File: src/rtl/rfv_pkg.sv
// Shared types and constants for the receive frame validator.
// Used by every module of the block; depends on nothing else.
`timescale 1ns / 1ps

package rfv_pkg;

  localparam int MIN_FRAME = 8;
  localparam int MAX_FRAME = 64;

  localparam int HDR_N = 5;
  localparam int CNT_W = $clog2(MAX_FRAME + 2);
  localparam int CMP_W = ((CNT_W > 9) ? CNT_W : 9) + 1;

  localparam int QDEPTH = 2;
  localparam int QPTR_W = $clog2(QDEPTH);
  localparam int QCNT_W = $clog2(QDEPTH + 1);

  localparam int CFG_ADDR_W = 2;
  localparam logic [CFG_ADDR_W-1:0] REG_HEAD   = 2'd0;
  localparam logic [CFG_ADDR_W-1:0] REG_TAIL   = 2'd1;
  localparam logic [CFG_ADDR_W-1:0] REG_MSG_ID = 2'd2;

  localparam logic [7:0] HEAD_RST   = 8'd170;
  localparam logic [7:0] TAIL_RST   = 8'd85;
  localparam logic [7:0] MSG_ID_RST = 8'd1;

  localparam int OUT_W = 48;

  typedef enum logic [2:0] {
    ST_OK        = 3'd0,
    ST_SHORT     = 3'd1,
    ST_HEAD_TAIL = 3'd2,
    ST_LENGTH    = 3'd3,
    ST_CHECKSUM  = 3'd4,
    ST_MSG_ID    = 3'd5
  } status_t;

  typedef struct packed {
    logic [7:0] head;
    logic [7:0] tail;
    logic [7:0] msg_id;
  } cfg_t;

  typedef struct packed {
    logic [7:0]            first_byte;
    logic [7:0]            last_byte;
    logic [HDR_N-1:0][7:0] hdr;
    logic [15:0]           sum;
    logic [15:0]           cksum;
    logic [CNT_W-1:0]      count;
  } frame_rec_t;

endpackage

File: src/rtl/rfv_front.sv
// Front part: accepts received bytes, tracks count, sum and captured bytes,
// and hands one frame record to the queue on the last byte. Uses rfv_pkg.
`timescale 1ns / 1ps

module rfv_front (
  input  logic               clk,
  input  logic               rst_n,
  input  logic               in_acc,
  input  logic [7:0]         in_byte,
  input  logic               in_last,
  output logic               rec_push,
  output rfv_pkg::frame_rec_t rec
);

  logic [rfv_pkg::CNT_W-1:0]              cnt_r, cnt_nxt;
  logic [15:0]                            sum_r, sum_nxt;
  logic [7:0]                             first_r, first_nxt;
  logic [rfv_pkg::HDR_N-1:0][7:0]         hdr_r, hdr_nxt;
  logic [7:0]                             ckh_r, ckh_nxt;
  logic [7:0]                             ckl_r, ckl_nxt;
  logic                                   active;
  logic [rfv_pkg::CMP_W-1:0]              posx;
  logic [rfv_pkg::CMP_W-1:0]              ck_pos;

  always_comb begin
    cnt_nxt   = cnt_r;
    sum_nxt   = sum_r;
    first_nxt = first_r;
    hdr_nxt   = hdr_r;
    ckh_nxt   = ckh_r;
    ckl_nxt   = ckl_r;
    active    = (cnt_r < rfv_pkg::CNT_W'(rfv_pkg::MAX_FRAME));
    posx      = rfv_pkg::CMP_W'(cnt_r);
    if (active) begin
      if (cnt_r == '0) begin
        first_nxt = in_byte;
      end
      for (int i = 0; i < rfv_pkg::HDR_N; i++) begin
        if (cnt_r == rfv_pkg::CNT_W'(i + 1)) begin
          hdr_nxt[i] = in_byte;
        end
      end
    end
    // The length byte counts from the moment it arrives.
    ck_pos = rfv_pkg::CMP_W'(hdr_nxt[1]) + rfv_pkg::CMP_W'(5);
    if (active) begin
      if (posx < ck_pos) begin
        sum_nxt = sum_r + {8'd0, in_byte};
      end
      if (posx == ck_pos) begin
        ckh_nxt = in_byte;
      end
      if (posx == ck_pos + rfv_pkg::CMP_W'(1)) begin
        ckl_nxt = in_byte;
      end
      cnt_nxt = cnt_r + rfv_pkg::CNT_W'(1);
    end
  end

  always_comb begin
    rec_push       = in_acc && in_last;
    rec.first_byte = first_nxt;
    rec.last_byte  = in_byte;
    rec.hdr        = hdr_nxt;
    rec.sum        = sum_nxt;
    rec.cksum      = {ckh_nxt, ckl_nxt};
    rec.count      = cnt_r + rfv_pkg::CNT_W'(1);
  end

  always_ff @(posedge clk) begin
    if (!rst_n) begin
      cnt_r   <= '0;
      sum_r   <= '0;
      first_r <= '0;
      hdr_r   <= '0;
      ckh_r   <= '0;
      ckl_r   <= '0;
    end else if (in_acc) begin
      if (in_last) begin
        cnt_r   <= '0;
        sum_r   <= '0;
        first_r <= '0;
        hdr_r   <= '0;
        ckh_r   <= '0;
        ckl_r   <= '0;
      end else begin
        cnt_r   <= cnt_nxt;
        sum_r   <= sum_nxt;
        first_r <= first_nxt;
        hdr_r   <= hdr_nxt;
        ckh_r   <= ckh_nxt;
        ckl_r   <= ckl_nxt;
      end
    end
  end

  a_cnt_sat: assert property (@(posedge clk) disable iff (!rst_n)
    cnt_r <= rfv_pkg::CNT_W'(rfv_pkg::MAX_FRAME))
    else $error("byte count passed its saturation point");

  a_clear_after_last: assert property (@(posedge clk) disable iff (!rst_n)
    (in_acc && in_last) |=> (cnt_r == '0 && sum_r == '0 && hdr_r == '0))
    else $error("frame state not cleared after the last item");

endmodule

File: src/rtl/rfv_queue.sv
// Short queue of frame records between the front and back parts.
// Uses rfv_pkg for the record type and depth.
`timescale 1ns / 1ps

module rfv_queue (
  input  logic                clk,
  input  logic                rst_n,
  input  logic                push,
  input  rfv_pkg::frame_rec_t push_rec,
  output logic                full,
  input  logic                pop,
  output logic                head_valid,
  output rfv_pkg::frame_rec_t head_rec
);

  rfv_pkg::frame_rec_t        ent_r [rfv_pkg::QDEPTH];
  logic [rfv_pkg::QPTR_W-1:0] wr_r, rd_r;
  logic [rfv_pkg::QCNT_W-1:0] cnt_r;

  assign full       = (cnt_r == rfv_pkg::QCNT_W'(rfv_pkg::QDEPTH));
  assign head_valid = (cnt_r != '0);
  assign head_rec   = ent_r[rd_r];

  always_ff @(posedge clk) begin
    if (push) begin
      ent_r[wr_r] <= push_rec;
    end
  end

  always_ff @(posedge clk) begin
    if (!rst_n) begin
      wr_r  <= '0;
      rd_r  <= '0;
      cnt_r <= '0;
    end else begin
      if (push) begin
        wr_r <= wr_r + rfv_pkg::QPTR_W'(1);
      end
      if (pop) begin
        rd_r <= rd_r + rfv_pkg::QPTR_W'(1);
      end
      case ({push, pop})
        2'b10:   cnt_r <= cnt_r + rfv_pkg::QCNT_W'(1);
        2'b01:   cnt_r <= cnt_r - rfv_pkg::QCNT_W'(1);
        default: cnt_r <= cnt_r;
      endcase
    end
  end

  a_no_overflow: assert property (@(posedge clk) disable iff (!rst_n)
    push |-> (!full || pop))
    else $error("queue written while full");

  a_no_underflow: assert property (@(posedge clk) disable iff (!rst_n)
    pop |-> head_valid)
    else $error("queue read while empty");

endmodule

File: src/rtl/rfv_back.sv
// Back part: takes a frame record from the queue, runs the checks in order
// and holds the verdict in the output register. Uses rfv_pkg.
`timescale 1ns / 1ps

module rfv_back (
  input  logic                        clk,
  input  logic                        rst_n,
  input  rfv_pkg::cfg_t               cfg,
  input  logic                        head_valid,
  input  rfv_pkg::frame_rec_t         head_rec,
  output logic                        pop,
  output logic                        out_tvalid,
  input  logic                        out_tready,
  output logic [rfv_pkg::OUT_W-1:0]   out_tdata
);

  rfv_pkg::status_t            status;
  rfv_pkg::status_t            status_r;
  logic                        ok_r;
  logic                        valid_r;
  logic [rfv_pkg::HDR_N-1:0][7:0] hdr_r;
  logic [rfv_pkg::CMP_W-1:0]   cntx;
  logic [rfv_pkg::CMP_W-1:0]   lenx;

  always_comb begin
    cntx = rfv_pkg::CMP_W'(head_rec.count);
    lenx = rfv_pkg::CMP_W'(head_rec.hdr[1]);
    if (cntx < rfv_pkg::CMP_W'(rfv_pkg::MIN_FRAME)) begin
      status = rfv_pkg::ST_SHORT;
    end else if (head_rec.first_byte != cfg.head || head_rec.last_byte != cfg.tail) begin
      status = rfv_pkg::ST_HEAD_TAIL;
    end else if (cntx > rfv_pkg::CMP_W'(rfv_pkg::MAX_FRAME)
                 || cntx < lenx + rfv_pkg::CMP_W'(rfv_pkg::MIN_FRAME)
                 || lenx > rfv_pkg::CMP_W'(rfv_pkg::MAX_FRAME - rfv_pkg::MIN_FRAME)) begin
      status = rfv_pkg::ST_LENGTH;
    end else if (head_rec.sum != head_rec.cksum) begin
      status = rfv_pkg::ST_CHECKSUM;
    end else if (head_rec.hdr[0] != cfg.msg_id) begin
      status = rfv_pkg::ST_MSG_ID;
    end else begin
      status = rfv_pkg::ST_OK;
    end
  end

  assign pop        = head_valid && (!valid_r || out_tready);
  assign out_tvalid = valid_r;
  assign out_tdata  = {4'd0, hdr_r[4], hdr_r[3], hdr_r[2], hdr_r[1], hdr_r[0],
                       status_r, ok_r};

  always_ff @(posedge clk) begin
    if (!rst_n) begin
      valid_r <= 1'b0;
    end else if (pop) begin
      valid_r <= 1'b1;
    end else if (out_tready) begin
      valid_r <= 1'b0;
    end
  end

  always_ff @(posedge clk) begin
    if (pop) begin
      status_r <= status;
      ok_r     <= (status == rfv_pkg::ST_OK);
      hdr_r    <= head_rec.hdr;
    end
  end

  a_ok_matches_status: assert property (@(posedge clk) disable iff (!rst_n)
    valid_r |-> (ok_r == (status_r == rfv_pkg::ST_OK)))
    else $error("frame_ok disagrees with status code");

  a_pop_fills_output: assert property (@(posedge clk) disable iff (!rst_n)
    pop |=> valid_r)
    else $error("verdict taken from queue but not presented");

endmodule

File: src/rtl/rx_frame_validator.sv
// Top level of the receive frame validator: configuration registers, front
// part, record queue and back part. Uses rfv_pkg, rfv_front, rfv_queue, rfv_back.
`timescale 1ns / 1ps

// The block takes one received byte per item, one item per cycle while
// in_tready is high, with in_tlast marking the last byte of a frame. For each
// frame it returns one verdict item: the clock edge that accepts the last byte
// writes the frame record into a two-entry queue, and the checks then run into
// the output register, raising out_tvalid, once that register is empty or its
// verdict is taken. While the output is not stalled, every byte is taken at once.
// in_tready falls, for any byte, only while the queue holds two frame records
// behind a stalled output, so a stalled output holds up to three frames before
// the input stops. Configuration writes complete in the cycle they are offered.
module rx_frame_validator (
  input  logic                             clk,
  input  logic                             rst_n,
  input  logic                             in_tvalid,
  output logic                             in_tready,
  input  logic [7:0]                       in_tdata,   // [7:0] rx_byte
  input  logic                             in_tlast,   // frame_end
  output logic                             out_tvalid,
  input  logic                             out_tready,
  // [0] frame_ok, [3:1] status_code, [11:4] message_id, [19:12] payload_length,
  // [27:20] device_number, [35:28] sequence_number, [43:36] first_payload_byte
  output logic [rfv_pkg::OUT_W-1:0]        out_tdata,
  input  logic                             cfg_valid,
  output logic                             cfg_ready,
  input  logic [rfv_pkg::CFG_ADDR_W-1:0]   cfg_addr,
  input  logic [7:0]                       cfg_data
);

  rfv_pkg::cfg_t       cfg_r;
  rfv_pkg::frame_rec_t rec;
  rfv_pkg::frame_rec_t head_rec;
  logic                rec_push;
  logic                q_full;
  logic                head_valid;
  logic                pop;
  logic                in_acc;

  assign cfg_ready = 1'b1;
  assign in_tready = !q_full;
  assign in_acc    = in_tvalid && in_tready;

  always_ff @(posedge clk) begin
    if (!rst_n) begin
      cfg_r.head   <= rfv_pkg::HEAD_RST;
      cfg_r.tail   <= rfv_pkg::TAIL_RST;
      cfg_r.msg_id <= rfv_pkg::MSG_ID_RST;
    end else if (cfg_valid && cfg_ready) begin
      case (cfg_addr)
        rfv_pkg::REG_HEAD:   cfg_r.head   <= cfg_data;
        rfv_pkg::REG_TAIL:   cfg_r.tail   <= cfg_data;
        rfv_pkg::REG_MSG_ID: cfg_r.msg_id <= cfg_data;
        default:             cfg_r        <= cfg_r;
      endcase
    end
  end

  rfv_front u_front (
    .clk      (clk),
    .rst_n    (rst_n),
    .in_acc   (in_acc),
    .in_byte  (in_tdata),
    .in_last  (in_tlast),
    .rec_push (rec_push),
    .rec      (rec)
  );

  rfv_queue u_queue (
    .clk        (clk),
    .rst_n      (rst_n),
    .push       (rec_push),
    .push_rec   (rec),
    .full       (q_full),
    .pop        (pop),
    .head_valid (head_valid),
    .head_rec   (head_rec)
  );

  rfv_back u_back (
    .clk        (clk),
    .rst_n      (rst_n),
    .cfg        (cfg_r),
    .head_valid (head_valid),
    .head_rec   (head_rec),
    .pop        (pop),
    .out_tvalid (out_tvalid),
    .out_tready (out_tready),
    .out_tdata  (out_tdata)
  );

endmodule
File: config.mk
export PLATFORM = sky130hd
export DESIGN_NAME = rx_frame_validator
export DESIGN_NICKNAME = d
export VERILOG_FILES = /design/src/rtl/rfv_pkg.sv /design/src/rtl/rfv_front.sv /design/src/rtl/rfv_queue.sv /design/src/rtl/rfv_back.sv /design/src/rtl/rx_frame_validator.sv
export SDC_FILE = /design/constraint.sdc
export NUM_CORES = 1
export LEC_CHECK = 0
export ABC_CLOCK_PERIOD_IN_PS = 9960
export BUFFER_PORTS_ARGS = -buffer_cell sky130_fd_sc_hd__buf_2
export CAP_MARGIN = 10
export CORE_MARGIN = 4
export CORE_UTILIZATION = 45
export DETAILED_ROUTE_END_ITERATION = 8
export SLEW_MARGIN = 20
export SYNTH_ARGS = -nofsm -noshare
export SYNTH_HDL_FRONTEND = slang
export SYNTH_HIERARCHICAL = 1
export SYNTH_SLANG_ARGS = --single-unit
File: constraint.sdc
create_clock -name clk -period 9.96 [get_ports clk]
set_input_delay 2.988 -clock clk [delete_from_list [all_inputs] [get_ports clk]]
set_output_delay 2.988 -clock clk [all_outputs]
set_load 0.05 [all_outputs]
Word-level counts from Yosys, hierarchy flattened

Memories as Yosys holds them, arrays and structs flattened. A register that Yosys moved wholly into a read port is not among the register bits.
Cells that the tools add are included.
Widths: inputs -> output; s select.

$lt $le $gt $ge: 6
$add $sub $neg: 9
Muxes and demuxes: 33
Eq/ne operators: 16
Reductions and logical operators: 20

Operator list:

| cell                  | number |
|---|---|
| $mux 8                | 14 |
| $mux 40               | 2 |
| $mux 16               | 3 |
| $ne 8x8->1            | 3 |
| $eq 7x10->1           | 2 |
| $lt 7x10->1           | 2 |
| $add 16x8->16         | 1 |
| $ne 16x16->1          | 1 |
| $mux 3                | 5 |
| $eq 7x2->1 const B    | 2 |
| $eq 7x3->1 const B    | 2 |
| $mux 7                | 2 |
| $add 10x1->10 const B | 1 |
| $add 8x3->9 const B   | 1 |
| $add 8x4->9 const B   | 1 |
| $gt 8x6->1 const B    | 1 |
| $reduce_and 2->1      | 4 |
| $reduce_bool 2->1     | 4 |
| $add 7x1->7 const B   | 1 |
| $eq 7x1->1 const B    | 1 |
| $gt 7x7->1 const B    | 1 |
| $logic_not 7->1       | 1 |
| $lt 7x4->1 const B    | 1 |
| $lt 7x7->1 const B    | 1 |
| 12 further kinds      | 27 |

Word-level logic and storage cells: 109
Bits in writable memories: 190
Output and inout port bits: 51
Register bits: 160
Input bits: 24
Memories: 1

Memories:

| memory        | depth | bits a word | rd ports | clocked after Yosys merged registers in | wr ports | line            | text |
|---|---|---|---|---|---|---|---|
| u_queue.ent_r | 2     | 95          | 1        | 1                                       | 1        | rfv_queue.sv:16 | `rfv_pkg::frame_rec_t ent_r [rfv_pkg::QDEPTH];` |

Logic depth before layout (Yosys ltp)

Word-level depth: 9
Mapped depth: 21
Depth with buffers taken out: 18

Modules after synthesis

The synthesis kept the hierarchy.

By module, submodules not included:

| module             | cells an instance | instances | area an instance (um^2) | sequential area each (um^2) |
|---|---|---|---|---|
| rfv_queue          | 318               | 1         | 7274.5                  | 5805.6 |
| rfv_front          | 723               | 1         | 6004.5                  | 1741.7 |
| rfv_back           | 144               | 1         | 2138.3                  | 1341.3 |
| rx_frame_validator | 103               | 1         | 1017.2                  | 480.5 |

Worst setup path after synthesis

OpenSTA, ideal clock, no wires.

Path kind: input-to-reg
Start: input port in_tlast
End: memory u_queue/ent_r[0][0] (netlist name) (enable)
Path buffers: 2
Slack: 1669 ps
Data required time: 9409 ps
Setup time: 551 ps
Cell stages on the path: 6
Arrival time: 7740 ps
Cell sequence: clkinv_1 clkbuf_1 clkbuf_1 nor2_1 inv_1 nor2_1

Cells in the longest elaborated chain, start to end: 3

RTL lines:

| element                      | line                     | text |
|---|---|---|
| start: declaration           | rx_frame_validator.sv:20 | `input logic in_tlast,` |
| $logic_and 1x1->1            | rfv_front.sv:61          | `rec_push = in_acc && in_last;` |
| via rec_push                 | rx_frame_validator.sv:35 | `logic rec_push;` |
| $mux 1                       | rfv_queue.sv:25          | `if (push) begin` |
| $mux 1 (not written as such) | rfv_queue.sv:26          | `ent_r[wr_r] <= push_rec;` |
| end: declaration             | rfv_queue.sv:16          |  |

The timed path passes the listed nets, and every way through them passes these cells.

==> impl_metrics.tcl <==
set metrics [dict create \
    rows 69 \
    max_freq_mhz 147.2 \
    yosysTopAreaCell "edfxtp_1" \
    ff2ff_setup_slack_ns 4.42 \
    yosysSeqAreaShare 0.5701 \
    die_w_um 199.1 \
    first_iter_violations 674 \
    hold_viol_final 0 \
    antenna_found_initial 0 \
    final-instance-count-excl-fill 1812 \
    worst-slew-pin-transition_ns 1.029 \
    clk-insertion-delay-late_ns 0.53 \
    dr.pass1.iters 5 \
    path_cells "buf_2, a21oi_2, inv_1, ha_1, or3b_2, a211oi_1, a211o_1, nand4_1, xor2_1, and3b_1, nor3_2, or2_1, mux2_2" \
    arrival_ns 7.07 \
    period_minus_slack_ns 6.796 \
    tritoncts "done" \
    holdPathStages 2 \
    dr_total_vias 10020 \
    nets 1375 \
    gp_congestion 0.7999 \
    min_to "cfg_r[13]" \
    netlist.area_leader.share 0.4276 \
    drv_cap 0 \
    die_y_um 199.1 \
    fin_skew_ns 0.01215 \
    viasPerCell 5.530 \
    dp.final_hpwl_um 21790 \
    grt_use_total 0.1794 \
    synth-seq-cells 351 \
    fill_cells 3089 \
    ys.warnings.count 6 \
    final_cell_mix "234 x edfxtp_1, 117 x nor2b_1, 116 x dfxtp_1" \
    io_buffer_count 69 \
    cp_max_fo 16 \
    r2r_end "u_queue/ent_r[0][7]" \
    drc 0 \
    relSlewSlack 0.3080 \
    outcome "completed" \
    crit_required_ns 10.23 \
    dp_cells 1741 \
    synth-edff-count 234 \
    grt_pass1_wl_um 55940 \
    fin_crit_sh 0.6823 \
    wl_per_cell_um 19.67 \
    io_pins 75 \
    syn_to_final_growth_pct 11.06 \
    hold_start "cfg_r[13]" \
    drv_slew 0 \
    power_density_nw_per_um2 234.9 \
    worstSetupStartpointType "input port" \
    coreArea_um2 35830 \
    diodes 0 \
    drive_gt1_frac 0.2361 \
    yosysUniqueCellTypes 77 \
    critPathKind "input port to flip-flop" \
    end_kind "flip-flop" \
    htree_num_levels 2 \
    avgSynthCellArea_um2 12.76 \
    clock_sinks 351 \
    clk_pin_slew_ns 0.06 \
    r2r_cells 16 \
    crit_slowest_cell "or2_1" \
    syn-cell-area_um2 16430 \
    setup_viol 0 \
    grt_start_max_net_pins 97 \
    cts_buffers 39 \
    worst_hold_path_type "flip-flop to flip-flop" \
    dieArea_um2 39640 \
    max_stage_delay_ns 0.63 \
    synth_flop_cell "edfxtp_1" \
    grt-ovfl-total 0 \
    fin_setup_tns_ns 0 \
    synth_area_leaders "edfxtp_1 43%, dfxtp_1 14%, mux2_2 6.8%, mux2_4 4.8%, nor2b_1 4.5%" \
    rsz0062_at_grt "no" \
    cts-hold-fix-buffers 0 \
    clockRootBuffer "clkbuf_16" \
    netlist_instances 1288 \
    clockBufferDepth 3 \
    synthArstFlopShare 0 \
    initial_utilization 0.4587 \
    peakVddDrop_uv 288.5 \
    mostFrequentLayoutCell "edfxtp_1" \
    rr_startpoint "u_front/cnt_r[0]" \
    cts_resized 0 \
    ant_nets 0 \
    leakage_nw 6.746 \
    grt_pass1_vias 9782 \
    cts_setup_buffers 0 \
    drt-total-wl_um 35640 \
]
-- registers in the layout (all words and copies together) (netlist names), named ones only --
| register | cells |
|---|---|
| u_back/status_r | 3 |
| u_front/first_r | 8 |
| u_front/hdr_r | 40 |
| u_front/ckh_r | 8 |
| u_queue/ent_r | 190 |
| u_front/ckl_r | 8 |
| u_front/cnt_r | 7 |
| u_back/out_tdata | 40 |
| u_queue/rd_r | 1 |
| cfg_r | 24 |
| u_front/sum_r | 16 |
| u_back/ok_r | 1 |
| u_back/out_tvalid | 1 |
| u_queue/cnt_r | 2 |
| u_queue/wr_r | 1 |
-- synthesized netlist by cell type (10+ instances only) --
cell	count
edfxtp_1	234
nor2b_1	119
dfxtp_1	117
mux2_2	99
nand2_1	64
clkbuf_1	55
xnor2_1	55
mux2_4	52
a31oi_1	44
a21oi_1	37
inv_1	36
nand3_1	35
ha_1	29
xor2_1	21
mux2i_1	19
nand4_1	19
nor2_1	19
o21ai_0	19
buf_4	18
o211ai_1	16
nor3_1	12
o21a_1	12
and2_1	11
buf_6	11
a22oi_1	10
-- worst max-delay path by stage --
stage                startpoint              endpoint  slack (ns)  cells past startpoint
global placement    in_tdata[0]  u_queue/ent_r[0][14]        2.77                     13
finish              in_tdata[0]   u_queue/ent_r[0][7]        3.16                     13
global route        in_tdata[0]   u_queue/ent_r[0][7]        2.92                     13
floorplan              in_tlast   u_queue/ent_r[0][0]        1.67                      6
detailed placement  in_tdata[0]   u_queue/ent_r[1][9]        2.68                     13
CTS                 in_tdata[0]  u_queue/ent_r[1][11]        3.25                     13
-- cell type report --
| class | instances | area (um2) | share of cell area |
|---|---|---|---|
| clock inverters | 16 | 137.6 | 0.007540 |
| multi-input cells | 810 | 6455 | 0.3536 |
| inverters | 38 | 142.6 | 0.007815 |
| clock buffers | 55 | 1130 | 0.06190 |
| flip-flops and latches | 351 | 9373 | 0.5135 |
| repair buffers | 81 | 437.9 | 0.02399 |
| well taps | 461 | 576.8 | 0.03160 |
-- kinds of logic after synthesis --
| group | after synthesis | synth area share |
|---|---|---|
| AO/OA/AOI/OAI | 189 | 0.07804 |
| XOR/XNOR | 76 | 0.04050 |
| AND/OR/NAND/NOR | 340 | 0.1214 |
| flip-flops | 351 | 0.5701 |
| multiplexers | 170 | 0.1269 |
| other | 2 | 0.0004570 |
| adder cells (fa/ha/maj) | 30 | 0.02330 |
| buffers and inverters | 130 | 0.03936 |
-- power breakdown --
group	switching (mW)	internal, mW
registers	0.0612	1.76
logic	0.720	0.332
clock network	0.567	0.846
-- critical path, delay by kind of cell --
kind | cells | cell delay [ns]
compound gates | 3 | 0.81
xor+xnor | 1 | 0.20
fa+ha+maj | 1 | 0.33
buf+inv | 2 | 0.38
mux | 1 | 0.42
simple gates | 5 | 1.91
-- through the flow --
stage	hold WS, ns	instance area (um2)	setup WS (ns)	util	power [mW]
6_report	0.4731	18250	3.164	0.5094	4.288
2_1_floorplan	0.4473	16450	1.669	-	2.686
4_1_cts	0.4769	18250	3.250	0.5094	4.344
3_5_place_dp	0.4625	16990	2.685	0.4741	2.912
5_1_grt	0.5012	18250	2.920	0.5094	4.484
3_3_place_gp	0.4622	16990	2.766	0.4741	2.905
-- metal layers --
metal | track usage | vias to the layer above | wire length (um)
met5 | 0 | - | 0
li1 | - | 4781 | -
met4 | 0.04635 | 0 | 779
met1 | 0.2537 | 4950 | 16570
met2 | 0.2910 | 239 | 16610
met3 | 0.02883 | 50 | 1673
No activity file was read; power rests on OpenSTA's default activity.
